## src/hw/rtl/tcg_pkg.sv

```systemverilog
`default_nettype none

package tcg_pkg;

  // Field and register widths
  localparam int unsigned OP_W       = 3;
  localparam int unsigned FREQ_W     = 16;
  localparam int unsigned DUR_W      = 32;
  localparam int unsigned TCLK_W     = 27;
  localparam int unsigned TPM_W      = 16;
  localparam int unsigned CFG_IDX_W  = 2;
  localparam int unsigned CFG_DATA_W = 32;

  // Shared divider: 48-bit dividend (16 x 32 product), 32-bit divisor
  localparam int unsigned DVD_W = 48;
  localparam int unsigned DVS_W = 32;
  localparam int unsigned CNT_W = 6;

  localparam logic [TCLK_W-1:0] TCLK_RESET = TCLK_W'(2000000);
  localparam logic [TPM_W-1:0]  TPM_RESET  = TPM_W'(2000);

  typedef enum logic [OP_W-1:0] {
    OP_TICK   = 3'd0,
    OP_TONE   = 3'd1,
    OP_CHIRP  = 3'd2,
    OP_STOP   = 3'd3,
    OP_MUTE   = 3'd4,
    OP_UNMUTE = 3'd5
  } op_e;

  typedef enum logic [CFG_IDX_W-1:0] {
    REG_DIFFERENTIAL   = 2'd0,
    REG_TIMER_CLOCK_HZ = 2'd1,
    REG_TICKS_PER_MS   = 2'd2
  } cfg_idx_e;

  typedef enum logic [2:0] {
    S_IDLE,
    S_MUL,
    S_QSTART,
    S_QWAIT,
    S_CSTART,
    S_CWAIT
  } state_e;

  typedef struct packed {
    logic accept;
    logic cfg_write;
    logic mul_load;
    logic div_start_q;
    logic div_start_c;
    logic freq_apply;
    logic cv_apply;
    logic out_load;
  } cmd_t;

  typedef struct packed {
    logic need_chirp;
    logic need_cv;
    logic div_done;
    logic freq_go;
  } sts_t;

endpackage

`default_nettype wire

```

## src/hw/rtl/tcg_div.sv

```systemverilog
`default_nettype none

// Restoring divider, one quotient bit per cycle.
module tcg_div (
  input  wire logic                      clk_i,
  input  wire logic                      rst_ni,
  input  wire logic                      start_i,
  input  wire logic [tcg_pkg::DVD_W-1:0] dividend_i,
  input  wire logic [tcg_pkg::DVS_W-1:0] divisor_i,
  output logic      [tcg_pkg::DVD_W-1:0] quotient_o,
  output logic                           done_o
);
  import tcg_pkg::*;

  logic [DVS_W-1:0] acc_q, acc_d;
  logic [DVS_W-1:0] dvs_q, dvs_d;
  logic [DVD_W-1:0] quo_q, quo_d;
  logic [CNT_W-1:0] cnt_q, cnt_d;
  logic             busy_q, busy_d;
  logic [DVS_W:0]   shifted;
  logic [DVS_W+1:0] trial;
  logic             ge;

  assign shifted = {acc_q, quo_q[DVD_W-1]};
  assign trial   = {1'b0, shifted} - {2'b00, dvs_q};
  assign ge      = ~trial[DVS_W+1];

  always_comb begin
    acc_d  = acc_q;
    dvs_d  = dvs_q;
    quo_d  = quo_q;
    cnt_d  = cnt_q;
    busy_d = busy_q;
    if (start_i) begin
      acc_d  = '0;
      dvs_d  = divisor_i;
      quo_d  = dividend_i;
      cnt_d  = CNT_W'(DVD_W);
      busy_d = 1'b1;
    end else if (busy_q) begin
      if (cnt_q != '0) begin
        acc_d = ge ? trial[DVS_W-1:0] : shifted[DVS_W-1:0];
        quo_d = {quo_q[DVD_W-2:0], ge};
        cnt_d = cnt_q - CNT_W'(1);
      end else begin
        busy_d = 1'b0;
      end
    end
  end

  always_ff @(posedge clk_i or negedge rst_ni) begin
    if (!rst_ni) begin
      busy_q <= 1'b0;
      cnt_q  <= '0;
    end else begin
      busy_q <= busy_d;
      cnt_q  <= cnt_d;
    end
  end

  always_ff @(posedge clk_i) begin
    acc_q <= acc_d;
    dvs_q <= dvs_d;
    quo_q <= quo_d;
  end

  assign quotient_o = quo_q;
  assign done_o     = busy_q && (cnt_q == '0);

endmodule

`default_nettype wire

```

## src/hw/rtl/tcg_datapath.sv

```systemverilog
`default_nettype none

module tcg_datapath (
  input  wire logic                           clk_i,
  input  wire logic                           rst_ni,
  input  wire tcg_pkg::cmd_t                  cmd_i,
  output tcg_pkg::sts_t                       sts_o,
  input  wire logic [tcg_pkg::OP_W-1:0]       op_i,
  input  wire logic [tcg_pkg::FREQ_W-1:0]     start_freq_i,
  input  wire logic [tcg_pkg::FREQ_W-1:0]     end_freq_i,
  input  wire logic [tcg_pkg::DUR_W-1:0]      duration_ms_i,
  input  wire logic [tcg_pkg::CFG_IDX_W-1:0]  cfg_index_i,
  input  wire logic [tcg_pkg::CFG_DATA_W-1:0] cfg_wdata_i,
  output logic                                drive_a_o,
  output logic                                drive_b_o,
  output logic                                playing_o,
  output logic      [tcg_pkg::FREQ_W-1:0]     current_freq_o
);
  import tcg_pkg::*;

  // Configuration
  logic              diff_q, diff_d;
  logic [TCLK_W-1:0] tclk_q, tclk_d;
  logic [TPM_W-1:0]  tpm_q, tpm_d;

  // Playback state
  logic              tone_q, tone_d;
  logic              chirp_q, chirp_d;
  logic              muted_q, muted_d;
  logic              wave_q, wave_d;
  logic              run_q, run_d;
  logic              pin_a_q, pin_a_d;
  logic              pin_b_q, pin_b_d;
  logic [FREQ_W-1:0] freq_q, freq_d;
  logic [FREQ_W-1:0] sw_start_q, sw_start_d;
  logic [FREQ_W-1:0] sw_end_q, sw_end_d;
  logic [DUR_W-1:0]  len_q, len_d;
  logic [DUR_W-1:0]  elapsed_q, elapsed_d;
  logic [TPM_W-1:0]  pre_q, pre_d;
  logic [FREQ_W-1:0] limit_q, limit_d;
  logic [FREQ_W-1:0] count_q, count_d;

  // Arithmetic
  logic [DVD_W-1:0]  prod_q;
  logic [FREQ_W-1:0] mag;
  logic              down;
  logic [DVD_W-1:0]  dividend;
  logic [DVS_W-1:0]  divisor;
  logic [DVD_W-1:0]  quo;
  logic [DVD_W-1:0]  quo_m1;
  logic [FREQ_W-1:0] cv;
  logic [FREQ_W-1:0] f_interp;
  logic              div_done;

  // Per-item helpers
  logic              active;
  logic [TPM_W:0]    pre_inc;
  logic [TPM_W-1:0]  tpm_eff;
  logic              ms_edge;
  logic [DUR_W-1:0]  elap_inc;
  logic              play_end;
  logic              tone_ok;
  logic              chirp_ok;

  assign active   = tone_q | chirp_q;
  assign tpm_eff  = (tpm_q == '0) ? TPM_W'(1) : tpm_q;
  assign pre_inc  = {1'b0, pre_q} + (TPM_W+1)'(1);
  assign ms_edge  = pre_inc >= {1'b0, tpm_eff};
  assign elap_inc = elapsed_q + DUR_W'(1);
  assign play_end = elap_inc >= len_q;
  assign tone_ok  = (start_freq_i != '0) && (duration_ms_i != '0);
  assign chirp_ok = (duration_ms_i != '0) && ((start_freq_i != '0) || (end_freq_i != '0));

  // Sweep direction and magnitude
  assign down = sw_end_q < sw_start_q;
  assign mag  = down ? (sw_start_q - sw_end_q) : (sw_end_q - sw_start_q);

  // Divider operands: interpolation or compare value
  assign dividend = cmd_i.div_start_q ? prod_q : DVD_W'(tclk_q);
  assign divisor  = cmd_i.div_start_q ? len_q : DVS_W'({freq_q, 1'b0});

  tcg_div u_div (
    .clk_i      (clk_i),
    .rst_ni     (rst_ni),
    .start_i    (cmd_i.div_start_q | cmd_i.div_start_c),
    .dividend_i (dividend),
    .divisor_i  (divisor),
    .quotient_o (quo),
    .done_o     (div_done)
  );

  assign quo_m1   = quo - DVD_W'(1);
  assign cv       = (quo == '0) ? '0 :
                    ((|quo_m1[DVD_W-1:FREQ_W]) ? '1 : quo_m1[FREQ_W-1:0]);
  assign f_interp = down ? (sw_start_q - quo[FREQ_W-1:0]) : (sw_start_q + quo[FREQ_W-1:0]);

  always_comb begin
    sts_o.div_done   = div_done;
    sts_o.freq_go    = (f_interp != '0) && !muted_q;
    sts_o.need_chirp = (op_i == OP_TICK) && active && ms_edge && !play_end && chirp_q;
    sts_o.need_cv    = ((op_i == OP_TONE) && tone_ok && !muted_q) ||
                       ((op_i == OP_CHIRP) && chirp_ok && (start_freq_i != '0) && !muted_q) ||
                       ((op_i == OP_UNMUTE) && active && (freq_q != '0));
  end

  always_comb begin
    diff_d     = diff_q;
    tclk_d     = tclk_q;
    tpm_d      = tpm_q;
    tone_d     = tone_q;
    chirp_d    = chirp_q;
    muted_d    = muted_q;
    wave_d     = wave_q;
    run_d      = run_q;
    pin_a_d    = pin_a_q;
    pin_b_d    = pin_b_q;
    freq_d     = freq_q;
    sw_start_d = sw_start_q;
    sw_end_d   = sw_end_q;
    len_d      = len_q;
    elapsed_d  = elapsed_q;
    pre_d      = pre_q;
    limit_d    = limit_q;
    count_d    = count_q;

    if (cmd_i.cfg_write) begin
      case (cfg_index_i)
        REG_DIFFERENTIAL: begin
          run_d   = 1'b0;
          count_d = '0;
          pin_a_d = 1'b0;
          pin_b_d = 1'b0;
          tone_d  = 1'b0;
          chirp_d = 1'b0;
          diff_d  = cfg_wdata_i[0];
        end
        REG_TIMER_CLOCK_HZ: tclk_d = cfg_wdata_i[TCLK_W-1:0];
        REG_TICKS_PER_MS:   tpm_d  = cfg_wdata_i[TPM_W-1:0];
        default: ;
      endcase
    end

    if (cmd_i.accept) begin
      case (op_i)
        OP_TICK: begin
          if (run_q) begin
            if (count_q >= limit_q) begin
              count_d = '0;
              if (muted_q) begin
                pin_a_d = 1'b0;
                pin_b_d = 1'b0;
              end else begin
                wave_d  = ~wave_q;
                pin_a_d = ~wave_q;
                if (diff_q) begin
                  pin_b_d = wave_q;
                end
              end
            end else begin
              count_d = count_q + FREQ_W'(1);
            end
          end
          if (active) begin
            if (!ms_edge) begin
              pre_d = pre_inc[TPM_W-1:0];
            end else begin
              pre_d     = '0;
              elapsed_d = elap_inc;
              if (play_end) begin
                run_d   = 1'b0;
                count_d = '0;
                pin_a_d = 1'b0;
                pin_b_d = 1'b0;
                tone_d  = 1'b0;
                chirp_d = 1'b0;
              end
            end
          end
        end
        OP_TONE: begin
          if (!tone_ok) begin
            run_d   = 1'b0;
            count_d = '0;
            pin_a_d = 1'b0;
            pin_b_d = 1'b0;
            tone_d  = 1'b0;
            chirp_d = 1'b0;
          end else begin
            freq_d    = start_freq_i;
            len_d     = duration_ms_i;
            elapsed_d = '0;
            pre_d     = '0;
            wave_d    = 1'b0;
            tone_d    = 1'b1;
            chirp_d   = 1'b0;
          end
        end
        OP_CHIRP: begin
          if (!chirp_ok) begin
            run_d   = 1'b0;
            count_d = '0;
            pin_a_d = 1'b0;
            pin_b_d = 1'b0;
            tone_d  = 1'b0;
            chirp_d = 1'b0;
          end else begin
            sw_start_d = start_freq_i;
            sw_end_d   = end_freq_i;
            freq_d     = start_freq_i;
            len_d      = duration_ms_i;
            elapsed_d  = '0;
            pre_d      = '0;
            wave_d     = 1'b0;
            chirp_d    = 1'b1;
            tone_d     = 1'b0;
            if (start_freq_i == '0) begin
              run_d   = 1'b0;
              count_d = '0;
              pin_a_d = 1'b0;
              pin_b_d = 1'b0;
            end
          end
        end
        OP_STOP: begin
          run_d   = 1'b0;
          count_d = '0;
          pin_a_d = 1'b0;
          pin_b_d = 1'b0;
          tone_d  = 1'b0;
          chirp_d = 1'b0;
        end
        OP_MUTE: begin
          muted_d = 1'b1;
          run_d   = 1'b0;
          count_d = '0;
          pin_a_d = 1'b0;
          pin_b_d = 1'b0;
        end
        OP_UNMUTE: muted_d = 1'b0;
        default: ;
      endcase
    end

    // New chirp frequency; silence at 0 Hz
    if (cmd_i.freq_apply) begin
      freq_d = f_interp;
      if (f_interp == '0) begin
        run_d   = 1'b0;
        count_d = '0;
        pin_a_d = 1'b0;
        pin_b_d = 1'b0;
      end
    end

    // Restart the half-period counter at the new compare value
    if (cmd_i.cv_apply) begin
      limit_d = cv;
      count_d = '0;
      run_d   = 1'b1;
    end
  end

  always_ff @(posedge clk_i or negedge rst_ni) begin
    if (!rst_ni) begin
      diff_q     <= 1'b0;
      tclk_q     <= TCLK_RESET;
      tpm_q      <= TPM_RESET;
      tone_q     <= 1'b0;
      chirp_q    <= 1'b0;
      muted_q    <= 1'b0;
      wave_q     <= 1'b0;
      run_q      <= 1'b0;
      pin_a_q    <= 1'b0;
      pin_b_q    <= 1'b0;
      freq_q     <= '0;
      sw_start_q <= '0;
      sw_end_q   <= '0;
      len_q      <= '0;
      elapsed_q  <= '0;
      pre_q      <= '0;
      limit_q    <= '0;
      count_q    <= '0;
    end else begin
      diff_q     <= diff_d;
      tclk_q     <= tclk_d;
      tpm_q      <= tpm_d;
      tone_q     <= tone_d;
      chirp_q    <= chirp_d;
      muted_q    <= muted_d;
      wave_q     <= wave_d;
      run_q      <= run_d;
      pin_a_q    <= pin_a_d;
      pin_b_q    <= pin_b_d;
      freq_q     <= freq_d;
      sw_start_q <= sw_start_d;
      sw_end_q   <= sw_end_d;
      len_q      <= len_d;
      elapsed_q  <= elapsed_d;
      pre_q      <= pre_d;
      limit_q    <= limit_d;
      count_q    <= count_d;
    end
  end

  // Product register and result register
  always_ff @(posedge clk_i) begin
    if (cmd_i.mul_load) begin
      prod_q <= DVD_W'(mag) * DVD_W'(elapsed_q);
    end
    if (cmd_i.out_load) begin
      drive_a_o      <= pin_a_d;
      drive_b_o      <= pin_b_d;
      playing_o      <= tone_d | chirp_d;
      current_freq_o <= (tone_d | chirp_d) ? freq_d : '0;
    end
  end

  a_run_unmuted: assert property (@(posedge clk_i) disable iff (!rst_ni)
    run_q |-> !muted_q)
    else $error("half-period counter running while muted");

  a_pin_b_single: assert property (@(posedge clk_i) disable iff (!rst_ni)
    !diff_q |-> !pin_b_q)
    else $error("pin b driven in single-ended mode");

endmodule

`default_nettype wire

```

## src/hw/rtl/tcg_ctrl.sv

```systemverilog
`default_nettype none

module tcg_ctrl (
  input  wire logic          clk_i,
  input  wire logic          rst_ni,
  input  wire logic          in_valid_i,
  output logic               in_stall_o,
  output logic               out_valid_o,
  input  wire logic          out_stall_i,
  input  wire logic          cfg_valid_i,
  output logic               cfg_ready_o,
  input  wire tcg_pkg::sts_t sts_i,
  output tcg_pkg::cmd_t      cmd_o
);
  import tcg_pkg::*;

  state_e state_q, state_d;
  logic   out_valid_q, out_valid_d;
  logic   idle;
  logic   in_fire;

  assign idle        = state_q == S_IDLE;
  assign cfg_ready_o = idle;
  // Hold input while busy, while a result waits, or while a register write is offered
  assign in_stall_o  = !idle || (out_valid_q && out_stall_i) || cfg_valid_i;
  assign in_fire     = in_valid_i && !in_stall_o;

  always_comb begin
    state_d = state_q;
    case (state_q)
      S_IDLE: begin
        if (in_fire) begin
          if (sts_i.need_chirp) begin
            state_d = S_MUL;
          end else if (sts_i.need_cv) begin
            state_d = S_CSTART;
          end
        end
      end
      S_MUL:    state_d = S_QSTART;
      S_QSTART: state_d = S_QWAIT;
      S_QWAIT: begin
        if (sts_i.div_done) begin
          state_d = sts_i.freq_go ? S_CSTART : S_IDLE;
        end
      end
      S_CSTART: state_d = S_CWAIT;
      S_CWAIT: begin
        if (sts_i.div_done) begin
          state_d = S_IDLE;
        end
      end
      default:  state_d = S_IDLE;
    endcase
  end

  always_comb begin
    cmd_o           = '0;
    cmd_o.cfg_write = cfg_valid_i && idle;
    case (state_q)
      S_IDLE: begin
        cmd_o.accept   = in_fire;
        cmd_o.out_load = in_fire && !sts_i.need_chirp && !sts_i.need_cv;
      end
      S_MUL:    cmd_o.mul_load    = 1'b1;
      S_QSTART: cmd_o.div_start_q = 1'b1;
      S_QWAIT: begin
        cmd_o.freq_apply = sts_i.div_done;
        cmd_o.out_load   = sts_i.div_done && !sts_i.freq_go;
      end
      S_CSTART: cmd_o.div_start_c = 1'b1;
      S_CWAIT: begin
        cmd_o.cv_apply = sts_i.div_done;
        cmd_o.out_load = sts_i.div_done;
      end
      default: ;
    endcase
  end

  always_comb begin
    out_valid_d = out_valid_q;
    if (cmd_o.out_load) begin
      out_valid_d = 1'b1;
    end else if (!out_stall_i) begin
      out_valid_d = 1'b0;
    end
  end

  always_ff @(posedge clk_i or negedge rst_ni) begin
    if (!rst_ni) begin
      state_q     <= S_IDLE;
      out_valid_q <= 1'b0;
    end else begin
      state_q     <= state_d;
      out_valid_q <= out_valid_d;
    end
  end

  assign out_valid_o = out_valid_q;

  a_load_free: assert property (@(posedge clk_i) disable iff (!rst_ni)
    cmd_o.out_load |-> !(out_valid_q && out_stall_i))
    else $error("result loaded over a stalled result");

  a_done_waited: assert property (@(posedge clk_i) disable iff (!rst_ni)
    sts_i.div_done |-> (state_q == S_QWAIT || state_q == S_CWAIT))
    else $error("divider finished outside a wait state");

  a_cv_result: assert property (@(posedge clk_i) disable iff (!rst_ni)
    (state_q == S_CWAIT && sts_i.div_done) |=> (out_valid_q && state_q == S_IDLE))
    else $error("compare value applied without a result");

endmodule

`default_nettype wire

```

## src/hw/rtl/tone_and_chirp_generator_top.sv

```systemverilog
`default_nettype none

// Channel  Direction  Handshake                   Payload
// in       sink       in_valid_i / in_stall_o     op, start_freq, end_freq, duration_ms
// out      source     out_valid_o / out_stall_i   drive_a, drive_b, playing, current_freq
// cfg      sink       cfg_valid_i / cfg_ready_o   cfg_index_i, cfg_wdata_i
//
// Sequencing: a tick, stop, mute, or a play that leaves the counter stopped loads its result
// as it is accepted. A play or unmute that starts the counter waits for the 48-step divide
// for the compare value. A chirp tick on a millisecond boundary runs one multiply, the
// 48-step interpolation divide, then the compare divide; it skips the compare divide
// when the new frequency is 0 Hz or the block is muted.
// Reset: rst_ni clears the playback state and loads the register defaults; the result outputs are not reset.
// Stalls: a waiting result sits in the output register; the next transfer is taken in
// the cycle the result leaves.
module tone_and_chirp_generator_top (
  input  wire logic                           clk_i,
  input  wire logic                           rst_ni,
  // Item channel
  input  wire logic                           in_valid_i,
  output logic                                in_stall_o,
  input  wire logic [tcg_pkg::OP_W-1:0]       op_i,
  input  wire logic [tcg_pkg::FREQ_W-1:0]     start_freq_i,
  input  wire logic [tcg_pkg::FREQ_W-1:0]     end_freq_i,
  input  wire logic [tcg_pkg::DUR_W-1:0]      duration_ms_i,
  // Result channel
  output logic                                out_valid_o,
  input  wire logic                           out_stall_i,
  output logic                                drive_a_o,
  output logic                                drive_b_o,
  output logic                                playing_o,
  output logic      [tcg_pkg::FREQ_W-1:0]     current_freq_o,
  // Register write channel
  input  wire logic                           cfg_valid_i,
  output logic                                cfg_ready_o,
  input  wire logic [tcg_pkg::CFG_IDX_W-1:0]  cfg_index_i,
  input  wire logic [tcg_pkg::CFG_DATA_W-1:0] cfg_wdata_i
);
  import tcg_pkg::*;

  cmd_t cmd;
  sts_t sts;

  // Sequence each item: accept, optional multiply and divides, result load
  tcg_ctrl u_ctrl (
    .clk_i       (clk_i),
    .rst_ni      (rst_ni),
    .in_valid_i  (in_valid_i),
    .in_stall_o  (in_stall_o),
    .out_valid_o (out_valid_o),
    .out_stall_i (out_stall_i),
    .cfg_valid_i (cfg_valid_i),
    .cfg_ready_o (cfg_ready_o),
    .sts_i       (sts),
    .cmd_o       (cmd)
  );

  // Hold tone state, the half-period counter, the shared divider and the result register
  tcg_datapath u_datapath (
    .clk_i          (clk_i),
    .rst_ni         (rst_ni),
    .cmd_i          (cmd),
    .sts_o          (sts),
    .op_i           (op_i),
    .start_freq_i   (start_freq_i),
    .end_freq_i     (end_freq_i),
    .duration_ms_i  (duration_ms_i),
    .cfg_index_i    (cfg_index_i),
    .cfg_wdata_i    (cfg_wdata_i),
    .drive_a_o      (drive_a_o),
    .drive_b_o      (drive_b_o),
    .playing_o      (playing_o),
    .current_freq_o (current_freq_o)
  );

endmodule

`default_nettype wire
```

## config.mk

```make
export PLATFORM = sky130hd
export DESIGN_NAME = tone_and_chirp_generator_top
export DESIGN_NICKNAME = d
export VERILOG_FILES = /design/src/hw/rtl/tcg_pkg.sv /design/src/hw/rtl/tcg_div.sv /design/src/hw/rtl/tcg_datapath.sv /design/src/hw/rtl/tcg_ctrl.sv /design/src/hw/rtl/tone_and_chirp_generator_top.sv
export SDC_FILE = /design/constraint.sdc
export NUM_CORES = 2
export LEC_CHECK = 0
export BUFFER_PORTS_ARGS = -buffer_cell sky130_fd_sc_hd__buf_2
export CORE_MARGIN = 2
export CORE_UTILIZATION = 60
export CTS_CLUSTER_SIZE = 12
export DETAILED_ROUTE_END_ITERATION = 16
export GPL_TIMING_DRIVEN = 0
export PLACE_DENSITY = 0.77
export SYNTH_ARGS = -nofsm -noshare
export SYNTH_HDL_FRONTEND = slang
export SYNTH_SLANG_ARGS = --single-unit
```

## constraint.sdc

```tcl
create_clock -name clk_i -period 12.1 [get_ports clk_i]
set_input_delay 2.42 -clock clk_i [delete_from_list [all_inputs] [get_ports clk_i]]
set_output_delay 2.42 -clock clk_i [all_outputs]
set_load 0.01 [all_outputs]
```

==> impl_metrics.yaml <==
run_status:
  outcome: "completed"
timing:
  fin_crit_ns: 11.52
  fin_skew_ns: 0.0495
  tightest_slew_ns: 1.36
  setup_viol: 0
  timing.final.ws_setup_ns: 0.584
  drv_slew: 0
  setup_tns_ns: 0
  max-slew-margin-rel: 0.0946
  rsz0062_at_grt: "no"
  fmax_mhz: 86.8
  period_share: 0.952
  final_hold_viol_count: 0
worst_hold_path:
  hold_class: "flop to flop"
  hold_path_depth: 2
  whs_endpoint: "u_datapath.u_div.acc_q[1]$_SDFFE_PN0P_"
  hp-start: "u_datapath.u_div.acc_q[1]$_SDFFE_PN0P_"
grt:
  grt_max_degree: 117
  gr-total-overflow: 0
  grt_pass1_vias: 35000
  grt_usage: 0.371
  antenna_found_initial: 6
  grt_pass1_wl_mm: 204
place:
  place_area_sq_um: 44000
  place.port_buffers: 121
  post-place-ws_ns: 0.410
  place.gp.congestion: 1.03
  dpl.hpwl_mm: 106
synthesis:
  synth_area_leaders: "fa_1 20%, dfrtp_1 12%, edfxtp_1 10%"
  synth_flop_cell: "dfrtp_1"
  syn-num-nets: 5447
  syn_inst: 4650
  yosysTopAreaCell: "fa_1"
  syn_area_sq_um: 42100
  yosysTopAreaCellShare: 0.201
  post-synth-top-count-cell: "inv_1"
  ys_ff_latch: 401
  synth_warnings: 0
  synth.distinct_cells: 100
  synth-edff-count: 147
  synth-async-reset-ratio: 0.554
  synth_commonest_cells: "642 x inv_1, 535 x nand2_1, 422 x fa_1, 269 x ha_1, 237 x o21ai_0"
  avgSynthCellArea_sq_um: 9.05
  seq_area_frac_synth: 0.253
floorplanning:
  chipHeight_um: 269
  core_area_sq_um: 69800
  pin_count: 128
  start_util: 0.603
  die-area_sq_um: 72300
  die_x_um: 269
  rows: 97
route:
  via_per_inst: 6.17
  ant_nets: 0
  routedWlPerCell_um: 22.8
  num_vias: 35800
  wirelength_mm: 132
  drt_pass1_iterations: 8
  drc_errors: 0
  drt-initial-drc-count: 3951
cells_and_area:
  fin_util: 0.653
  stdcell_area_sq_um: 45600
  layout-drive-gt1-share: 0.0835
  syn_to_final_growth_pct: 8.28
  layout.nets: 5622
setup_path:
  reg2regPathDepth: 34
  critPathSlowestCell: "a21oi_1"
  timing.rr.end: "u_datapath.prod_q[44]$_DFFE_PP_"
  r2r_start: "u_datapath.sw_start_q[14]$_DFFE_PN0P_"
  crit_arrival_ns: 11.78
  critPathMaxStageDelay_ns: 0.68
  rrSetupSlack_ns: 0.58
  crit_required_ns: 12.37
  crit_path_end_kind: "flop"
  path_max_fanout: 10
  worstSetupStartpointType: "flop"
  worstSetupPathType: "flop to flop"
clock_network:
  postCtsResizedCells: 0
  cts_sinks: 401
  h-tree-depth: 2
  hold_buffers: 0
  cts_buffers: 46
  clock_latency_ns: 0.63
  root_buffer: "clkbuf_16"
  cts_tree: "done"
  post_cts_buffers: 0
  clock_path_buffers: 3
  clkSlewWorstSetupHoldPaths_ns: 0.06
pwr:
  p_leak_nw: 20.2
  peakVddDrop_uv: 103
  power-per-cell-area_nw_per_um2: 64.0
  total_power_mw: 2.92
flow_run:
  maxCapViolations: 0
[layer usage]
metal | GRT usage | wire [um]
met2 | 0.557 | 57400
met5 | 0 | 63
met4 | 0.181 | 7190
met3 | 0.104 | 15500
met1 | 0.497 | 52000
[flip-flops by register name (all words and copies together) (netlist names), 27 cells and up]
register                     flops
u_datapath.elapsed_q            32
u_datapath.u_div.acc_q          32
u_datapath.u_div.quotient_o     48
u_datapath.u_div.dvs_q          32
u_datapath.tclk_q               27
u_datapath.prod_q               48
u_datapath.len_q                32
[metrics by stage]
stage / instances / hold WS, ns
2_1_floorplan: 4650 / 0.442
6_report: 5805 / 0.493
5_1_grt: 5804 / 0.516
3_5_place_dp: 5717 / 0.486
4_1_cts: 5803 / 0.496
3_3_place_gp: 5711 / 0.467
[layout make-up]
type	instances	area, sq um
clock inverter	18	211
antenna	2	5.00
sequential	401	10600
clock buffer	68	1350
fill	5709	24200
timing repair buffer	127	704
buffer	272	1050
inverter	643	2410
multi-input combinational	3334	28000
tap	940	1180
[power by group]
| group | internal (mW) | switching, mW | total [mW] |
|---|---|---|---|
| clock network | 0.827 | 0.631 | 1.46 |
| registers | 1.40 | 0.0000000000000000117 | 1.40 |
| logic | 0.0164 | 0.0436 | 0.0601 |
[critical path: cells and delay by family (launching register included)]
kind                       cells  cell delay [ns]
adders and majority gates      8             3.19
xor gates and xnor gates       1             0.37
AOI/OAI and AO/OA             11             4.16
DFF                            1             0.45
buffers and inverters          8             1.33
muxes                          1             0.32
and+or+nand+nor                5             1.33
[logic make-up (layout without fill, tap and decap cells)]
kind of cell | Yosys count | after routing | share of synthesized area
simple gates | 1469 | 1469 | 0.172
buf+inv | 915 | 1128 | 0.0824
compound gates | 824 | 824 | 0.130
fa+ha+maj | 691 | 691 | 0.281
flops | 401 | 401 | 0.253
mux | 194 | 194 | 0.0495
xor+xnor | 156 | 156 | 0.0325
other cells | 0 | 2 | 0
[placed cells by master (no fill, tap or decap), types with 14 or more instances in the layout]
cell type    n
xnor2_1    107
o311ai_0    30
or3_1       34
clkbuf_16   48
a211oi_1    33
a22o_1      38
nand2b_1    48
nand3_1    107
nor2b_1     30
mux2_2     110
ha_1       269
inv_1      641
o21a_1      34
a21o_1      61
and3_1      40
buf_2      135
fa_1       422
nor2_1     169
clkbuf_1   245
o31ai_1     21
mux2i_1     83
a21boi_0    14
nand2_1    534
dfrtp_1    209
nor3_1     139
nand4_1     73
a31oi_1     40
xor2_1      47
nor4_1      62
o21ai_0    237
and2_1     145
edfxtp_1   147
o211ai_1    19
buf_1       20
or2_2       20
dfxtp_1     32
a21oi_1    159
[worst max-delay path by stage]
stage / endpoint / cells past startpoint / start / slack, ns
floorplan: u_datapath.prod_q[44]$_DFFE_PP_ / 32 / u_datapath.sw_end_q[0]$_DFFE_PN0P_ / 3.27
global placement: u_datapath.prod_q[44]$_DFFE_PP_ / 34 / u_datapath.sw_start_q[14]$_DFFE_PN0P_ / 0.52
detailed placement: u_datapath.prod_q[44]$_DFFE_PP_ / 33 / u_datapath.sw_start_q[14]$_DFFE_PN0P_ / 0.41
CTS: u_datapath.prod_q[44]$_DFFE_PP_ / 33 / u_datapath.sw_start_q[14]$_DFFE_PN0P_ / 0.38
global route: u_datapath.prod_q[44]$_DFFE_PP_ / 34 / u_datapath.sw_end_q[14]$_DFFE_PN0P_ / 0.10
finish: u_datapath.prod_q[44]$_DFFE_PP_ / 34 / u_datapath.sw_start_q[14]$_DFFE_PN0P_ / 0.58
(Power assumes the default switching activity.)
